<file path="src/sv/fp32_to_fp16_encoder_macros.svh">
// assertion macros for the fp32 to fp16 encoder
// no dependencies; included by the top level
`ifndef FP32_TO_FP16_ENCODER_MACROS_SVH
`define FP32_TO_FP16_ENCODER_MACROS_SVH

// implication in the same cycle
`define F2H_ASSERT_NOW(label, clk, rst_n, ante, cons) \
    label: assert property (@(posedge clk) disable iff (!rst_n) (ante) |-> (cons)) \
        else $error("f2h assertion failed");

// implication in the next cycle
`define F2H_ASSERT_NEXT(label, clk, rst_n, ante, cons) \
    label: assert property (@(posedge clk) disable iff (!rst_n) (ante) |=> (cons)) \
        else $error("f2h assertion failed");

`endif

</file>
<file path="src/sv/f2h_pkg.sv">
// types and constants for the fp32 to fp16 encoder
// no dependencies
`timescale 1ns / 1ps

package f2h_pkg;

    localparam int unsigned SGL_W  = 32;
    localparam int unsigned HALF_W = 16;
    localparam int unsigned EXP_W  = 9;

    // single bias minus half bias
    localparam logic signed [EXP_W-1:0] REBIAS = 9'sd112;

    localparam logic [14:0] HALF_INF_BODY = 15'h7C00;
    localparam logic [14:0] HALF_QUIET    = 15'h0200;

    typedef enum logic [2:0] {
        CLS_ZERO,
        CLS_SUB,
        CLS_NORM,
        CLS_INF,
        CLS_NAN
    } cls_t;

endpackage

</file>
<file path="src/sv/fp32_to_fp16_encoder.sv">
// binary32 to binary16 converter, three register stages
// depends on f2h_pkg and fp32_to_fp16_encoder_macros.svh
//
// channel  direction  valid         stall         word
// single   in         single_valid  single_stall  single_bits[31:0]
// half     out        half_valid    half_stall    half_bits[15:0]
//
// one word per cycle sustained while half_stall is low
// stages: classify and rebias, subnormal shift and select, round add
// rst_n clears the stage valid bits only
// a stall on half holds each occupied stage whose later stages are all occupied; empty stages still fill
`timescale 1ns / 1ps
`include "fp32_to_fp16_encoder_macros.svh"

module fp32_to_fp16_encoder
(
    input  logic        clk,
    input  logic        rst_n,
    input  logic        single_valid,
    output logic        single_stall,
    input  logic [31:0] single_bits,
    output logic        half_valid,
    input  logic        half_stall,
    output logic [15:0] half_bits
);

    // stage 1 registers
    logic                                 v1_reg;
    logic                                 sgn1_reg;
    logic [22:0]                          frac1_reg;
    logic signed [f2h_pkg::EXP_W-1:0]     e1_reg;
    f2h_pkg::cls_t                        cls1_reg;

    // stage 2 registers
    logic        v2_reg;
    logic        sgn2_reg;
    logic [14:0] body2_reg;
    logic        rnd2_reg;

    // stage 3 registers
    logic        v3_reg;
    logic [15:0] half3_reg;

    logic adv1, adv2, adv3;
    logic nan_adv;

    // stage 1 next values
    logic [7:0]                       bexp;
    logic signed [f2h_pkg::EXP_W-1:0] e_next;
    f2h_pkg::cls_t                    cls_next;

    // stage 2 next values
    logic [23:0] full;
    logic [4:0]  sh_m1;
    logic [23:0] shifted;
    logic [14:0] body_next;
    logic        rnd_next;

    assign adv3 = !v3_reg || !half_stall;
    assign adv2 = !v2_reg || adv3;
    assign adv1 = !v1_reg || adv2;
    assign single_stall = !adv1;

    assign bexp   = single_bits[30:23];
    assign e_next = $signed({1'b0, bexp}) - f2h_pkg::REBIAS;

    always_comb
    begin
        if (bexp == 8'hFF)
        begin
            cls_next = (single_bits[22:0] == 23'd0) ? f2h_pkg::CLS_INF : f2h_pkg::CLS_NAN;
        end
        else if (e_next < -9'sd10)
        begin
            cls_next = f2h_pkg::CLS_ZERO;
        end
        else if (e_next <= 9'sd0)
        begin
            cls_next = f2h_pkg::CLS_SUB;
        end
        else if (e_next >= 9'sd31)
        begin
            cls_next = f2h_pkg::CLS_INF;
        end
        else
        begin
            cls_next = f2h_pkg::CLS_NORM;
        end
    end

    always_ff @(posedge clk or negedge rst_n)
    begin
        if (!rst_n)
        begin
            v1_reg <= 1'b0;
        end
        else if (adv1)
        begin
            v1_reg <= single_valid;
        end
    end

    always_ff @(posedge clk)
    begin
        if (adv1 && single_valid)
        begin
            sgn1_reg  <= single_bits[31];
            frac1_reg <= single_bits[22:0];
            e1_reg    <= e_next;
            cls1_reg  <= cls_next;
        end
    end

    // shift by one less than the subnormal shift keeps the round bit at bit 0
    assign full    = {1'b1, frac1_reg};
    assign sh_m1   = 5'(9'sd13 - e1_reg);
    assign shifted = full >> sh_m1;

    always_comb
    begin
        unique case (cls1_reg)
            f2h_pkg::CLS_ZERO:
            begin
                body_next = 15'd0;
                rnd_next  = 1'b0;
            end
            f2h_pkg::CLS_SUB:
            begin
                body_next = {5'd0, shifted[10:1]};
                rnd_next  = shifted[0];
            end
            f2h_pkg::CLS_NORM:
            begin
                body_next = {e1_reg[4:0], frac1_reg[22:13]};
                rnd_next  = frac1_reg[12];
            end
            f2h_pkg::CLS_INF:
            begin
                body_next = f2h_pkg::HALF_INF_BODY;
                rnd_next  = 1'b0;
            end
            f2h_pkg::CLS_NAN:
            begin
                body_next = f2h_pkg::HALF_INF_BODY | f2h_pkg::HALF_QUIET
                            | {5'd0, frac1_reg[22:13]};
                rnd_next  = 1'b0;
            end
            default:
            begin
                body_next = 15'd0;
                rnd_next  = 1'b0;
            end
        endcase
    end

    always_ff @(posedge clk or negedge rst_n)
    begin
        if (!rst_n)
        begin
            v2_reg <= 1'b0;
        end
        else if (adv2)
        begin
            v2_reg <= v1_reg;
        end
    end

    always_ff @(posedge clk)
    begin
        if (adv2 && v1_reg)
        begin
            sgn2_reg  <= sgn1_reg;
            body2_reg <= body_next;
            rnd2_reg  <= rnd_next;
        end
    end

    // rounding carry ripples into the exponent field
    always_ff @(posedge clk or negedge rst_n)
    begin
        if (!rst_n)
        begin
            v3_reg <= 1'b0;
        end
        else if (adv3)
        begin
            v3_reg <= v2_reg;
        end
    end

    always_ff @(posedge clk)
    begin
        if (adv3 && v2_reg)
        begin
            half3_reg <= {sgn2_reg, body2_reg + {14'd0, rnd2_reg}};
        end
    end

    assign half_valid = v3_reg;
    assign half_bits  = half3_reg;

    assign nan_adv = v1_reg && adv2 && (cls1_reg == f2h_pkg::CLS_NAN);

    `F2H_ASSERT_NEXT(a_in_lands, clk, rst_n, single_valid && !single_stall, v1_reg)
    `F2H_ASSERT_NEXT(a_drain, clk, rst_n, v3_reg && !half_stall && !v2_reg, !half_valid)
    `F2H_ASSERT_NEXT(a_nan_body, clk, rst_n, nan_adv, body2_reg[14:9] == 6'h3F)

endmodule

</file>
<file path="config.mk">
export PLATFORM = sky130hd
export DESIGN_NAME = fp32_to_fp16_encoder
export DESIGN_NICKNAME = d
export VERILOG_FILES = /design/src/sv/f2h_pkg.sv /design/src/sv/fp32_to_fp16_encoder.sv
export VERILOG_INCLUDE_DIRS = /design/src /design/src/sv
export SDC_FILE = /design/constraint.sdc
export NUM_CORES = 1
export LEC_CHECK = 0
export BUFFER_PORTS_ARGS = -buffer_cell sky130_fd_sc_hd__buf_2
export CAP_MARGIN = 20
export CORE_MARGIN = 2
export CORE_UTILIZATION = 45
export CTS_CLUSTER_SIZE = 28
export DETAILED_ROUTE_END_ITERATION = 8
export PLACE_DENSITY = 0.65
export SKIP_LAST_GASP = 1
export SYNTH_ARGS = -nofsm -noshare
export SYNTH_HDL_FRONTEND = slang
export SYNTH_SLANG_ARGS = --single-unit
export TNS_END_PERCENT = 20
</file>
<file path="constraint.sdc">
create_clock -name clk -period 3.05 [get_ports clk]
set_clock_uncertainty 0.15 [all_clocks]
set_input_delay 0.1525 -clock clk [delete_from_list [all_inputs] [get_ports clk]]
set_output_delay 0.1525 -clock clk [all_outputs]
set_load 0.05 [all_outputs]
</file>
# After elaboration in Yosys (flattened, before gate mapping)
# Cells that the tools add are included.
[op_classes]
add_sub_neg = 3
magnitude_cmp = 3
eq_ne = 5
shifts = 1
n_mux = 7
reduce_logical = 12
[op_table]
columns = ["cell", "count"]
rows = [
  ["15-bit one-hot mux with 4 select lines", 1],
  ["24-bit by 5-bit >> shifter with 11-bit output", 1],
  ["23-bit zero test", 1],
  ["15-bit by 1-bit adder with 15-bit output", 1],
  ["9-bit by 6-bit greater-or-equal comparator with 1-bit output (second input constant)", 1],
  ["9-bit by 1-bit less-or-equal comparator with 1-bit output (second input constant)", 1],
  ["9-bit by 5-bit < comparator with 1-bit output (second input constant)", 1],
  ["3-bit two-way mux", 3],
  ["8-bit by 7-bit subtractor with 9-bit output (second input constant)", 1],
  ["8-bit equality test (second input constant)", 1],
  ["3-bit by 2-bit equality test with 1-bit output (second input constant)", 2],
  ["1-bit zero test", 5],
  ["5-bit subtractor (first input constant)", 1],
  ["3-bit by 1-bit equality test with 1-bit output (second input constant)", 1],
  ["3-bit equality test (second input constant)", 1],
  ["1-bit logical AND", 3],
  ["1-bit logical OR", 3],
  ["2-bit two-way mux", 1],
  ["1-bit one-hot mux with 2 select lines", 1],
  ["1-bit two-way mux", 1],
]
[word_totals]
register_bits = 68
inputBits = 36
elab_cells = 42

# Longest topological paths before layout
[logic_depth]
depth_word = 6
ltp_mapped = 8
ltp_nobuf = 7

# Least setup slack after synthesis
# Ideal clock, no wire load.
[synth_timing]
kind = "reg2reg"
start = "register e1_reg[2] in the netlist's numbering"
end = "register body2_reg[1], data pin"
arrival_time_ns = 2.069
required_time_ns = 2.641
setup_slack_ns = 0.572
stages_incl_launch_ff = 7
period_less_slack_ns = 2.478
path_cell_list = "edfxtp_1 > ha_1 > xnor2_1 > mux4_2 > mux2i_1 > nor2_1 > a211o_1"
[synth_via]
elab_chain_len = 3
[synth_rtl]
columns = ["item", "line", "source"]
rows = [
  ["start: declaration", "fp32_to_fp16_encoder.sv:31", "logic signed [f2h_pkg::EXP_W-1:0] e1_reg;"],
  ["start signal: assignment", "fp32_to_fp16_encoder.sv:109", "e1_reg <= e_next;"],
  ["5-bit subtractor", "fp32_to_fp16_encoder.sv:116", "assign sh_m1 = 5'(9'sd13 - e1_reg);"],
  ["24-bit by 5-bit >> shifter with 11-bit output", "fp32_to_fp16_encoder.sv:117", "assign shifted = full >> sh_m1;"],
  ["15-bit one-hot mux with 4 select lines", "fp32_to_fp16_encoder.sv:121", "unique case (cls1_reg)"],
  ["named net body_next[1]", "fp32_to_fp16_encoder.sv:56", "logic [14:0] body_next;"],
  ["end signal: assignment", "fp32_to_fp16_encoder.sv:173", "body2_reg <= body_next;"],
  ["end: declaration", "fp32_to_fp16_encoder.sv:37", "logic [14:0] body2_reg;"],
]
# The timed path passes the listed nets, and every way through them passes these cells.
# A chain may end at the register's enable or synchronous reset.

# Final worst setup path
# Ends and elaborated chain as after synthesis.

==> metrics.txt <==
R2R Path End body2_reg[1]$_DFFE_PP_; Sequential Power Share 44.2%; Clk pwr share 37.0%; Total GRT Usage 20.7%; P per Cell Area 568 nW/µm²; Final Cycle Share 81.7%; Post-Layout Cell Count 509; Initial Util 46.0%; H-tree Lvls 3; Core Util, Final 58.3%; Gate Count Post-Synth 303; drt pass-1 iters 5; hold crit path type input pin to flip-flop; Setup WS post-layout 0.559 ns; Compound-Gate Fraction of Synth Area 10.7%; worst-skew pair later-pin latency 0.35 ns; hold wc startpoint single_bits[30]; CP Launch Type flip-flop; Routed Wire Length 8590 µm; Crit. End Element flip-flop; Yosys cell types 54; ANT nets after route 0; CTS Buf Count 9; GP Congestion 0.952; drt wl/cell 16.9 µm; syn_nets 345; initial antenna violation count 0; dpl ws 0.602 ns; total grt overflow 0; Final Cell Area 4770 µm²; vias 2857; Worst Hold Depth 2; Worst Path Arrival 2.44 ns; maximum vdd drop 0.000339 V; WHS 0.0435 ns; max-cap violations 0; Die Area 9100 µm²; row count 33; Psw 0.740 mW; antenna cells 0; Netlist Area Pre-Place 3760 µm²; vias in the first global route 2721; Tmin final 2.49 ns; status finished, final reports clean; CTS Buffer Depth 2; Area Growth Syn to Fin 26.8%; setup_tns 0 ns; Worst EP required 3.00 ns; first-pass GRT wire length 13800 µm; commonest register cell after synthesis edfxtp_1; Pleak 1.90 nW; Slew headroom 44.4%; Syn. warnings 0; Comb pwr share 18.8%; multiplexer share of the synthesized area 13.3%; cells on worst reg2reg path 6; top-level port count 54; reg-to-reg critical path startpoint e1_reg[2]$_DFFE_PP_; placed wire-length estimate 6010 µm; Reg2Reg Setup Slack 0.56 ns; CTS root buf clkbuf_8; Synth Area in Adders 2.26%; fmax 401 MHz; total setup buffers inserted after CTS 0; switching share of total power 27.3%; most frequent cells in the layout edfxtp_1 (65), buf_2 (53), dlygate4sd3_1 (34), mux2i_1 (29), nand2_1 (25); final hold violations 0; pin count of the biggest net entering global routing 35; worst slew pin tran 0.834 ns; Simple-Gate Fraction of Synth Area 13.7%; maximum fanout along the worst path 5; Placed Cells 459; Final setup viols 0; unrepaired setup endpoints after global routing false; async set or reset register ratio after synthesis 4.41%; xor and xnor area share after synthesis 3.93%; Final Net Count 441; ratio of cells with drive above 1 in the final layout 23.0%; Port Buffers 53; core area 8180 µm²; Via-to-Cell Ratio 5.61; Post-DP Area 4160 µm²; Post-synth EDFFs 65; endpoint of the worst hold path cls1_reg[0]$_DFFE_PP_; internal power 1.97 mW; DRC Markers 0; register area share after synthesis 53.9%; max reg flops 23; FF+latch count, synth 68; Horiz. Die Dim 95.4 µm; Power, Total 2.71 mW; Final Slew Violations 0; CTS tree done; Mapped Avg Cell Area 12.4 µm²; most common cell after layout, fill and taps aside edfxtp_1; main combinational cell family by area after synthesis simple AND/OR/NAND/NOR gates; CP Class flip-flop to flip-flop; CTS sink cnt 68; DRC marker count from the first detailed-route iteration 278; chip height 95.4 µm; clock slew at reported path FFs 0.08 ns
-- worst max-delay path by stage --
stage / from / to / slack [ns] / cells past startpoint
final: e1_reg[2]$_DFFE_PP_ / body2_reg[1]$_DFFE_PP_ / 0.56 / 6
after global routing: e1_reg[2]$_DFFE_PP_ / body2_reg[5]$_DFFE_PP_ / 0.47 / 6
after CTS: e1_reg[2]$_DFFE_PP_ / body2_reg[1]$_DFFE_PP_ / 0.59 / 6
after detailed placement: e1_reg[2]$_DFFE_PP_ / body2_reg[1]$_DFFE_PP_ / 0.60 / 6
after global placement: e1_reg[0]$_DFFE_PP_ / body2_reg[8]$_DFFE_PP_ / 0.58 / 4
after floorplan: e1_reg[2]$_DFFE_PP_ / body2_reg[1]$_DFFE_PP_ / 0.57 / 6
-- logic make-up (layout without fill, tap and decap cells) --
| kind of cell | after synthesis | count (layout) |
|---|---|---|
| AND/OR/NAND/NOR | 98 | 98 |
| flip-flops | 68 | 68 |
| AO/OA/AOI/OAI | 59 | 59 |
| multiplexers | 39 | 39 |
| XOR/XNOR | 16 | 16 |
| buffers and inverters | 16 | 117 |
| adder cells (fa/ha/maj) | 7 | 7 |
-- Yosys cell counts, types with 5 or more instances --
cell / number / area share (%)
a21oi_1: 11 / 1.5
nand2b_1: 10 / 1.7
mux4_2: 6 / 3.6
nand2_1: 25 / 2.5
xor2_1: 5 / 1.2
ha_1: 6 / 2.0
o21ai_0: 14 / 1.9
edfxtp_1: 65 / 52
buf_2: 7 / 0.93
nor4_1: 6 / 1.0
nor2_1: 18 / 1.8
a211oi_1: 5 / 1.0
nand4_1: 7 / 1.2
xnor2_1: 10 / 2.3
inv_1: 6 / 0.60
mux2i_1: 29 / 7.7
nand3_1: 6 / 0.80
and3_1: 5 / 0.83
-- critical path, stage by stage, from the launching register on --
cell and delay, ns:
edfxtp_1 0.47, ha_1 0.30, xnor2_1 0.39, mux4_2 0.39, mux2i_1 0.21, nor2_1 0.07, a211o_1 0.27
-- power by group through the flow --
stage | Combinational [mW] | Sequential (mW) | Clock, mW
3_5_place_dp | 0.473 | 1.22 | 0
5_1_grt | 0.552 | 1.21 | 1.06
2_1_floorplan | 0.259 | 1.29 | 0
4_1_cts | 0.507 | 1.20 | 1.01
3_3_place_gp | 0.472 | 1.22 | 0
6_report | 0.509 | 1.20 | 1.00
-- area by class of cell --
cell class	instances	area [µm²]
inverter	6	22.5
fill	704	3410
clock inverter	7	145
multi-input combinational	219	1650
sequential	68	2030
clock buffer	9	124
timing repair buffer	95	666
tap	105	131
-- timing repair --
| item | CTS | global route |
|---|---|---|
| gates resized for setup | 0 | 0 |
| endpoints found under the hold margin | 35 | 0 |
| hold buffers | 34 | 0 |
-- layer usage --
layer  share of wire [%]  track usage (%)  vias up
li1                    -                -     1373
met4                 1.8             7.98        0
met2                  50             35.6      112
met5                   0                0        -
met3                 5.3             3.72       16
met1                  43             26.0     1356
(Power assumes the default switching activity.)
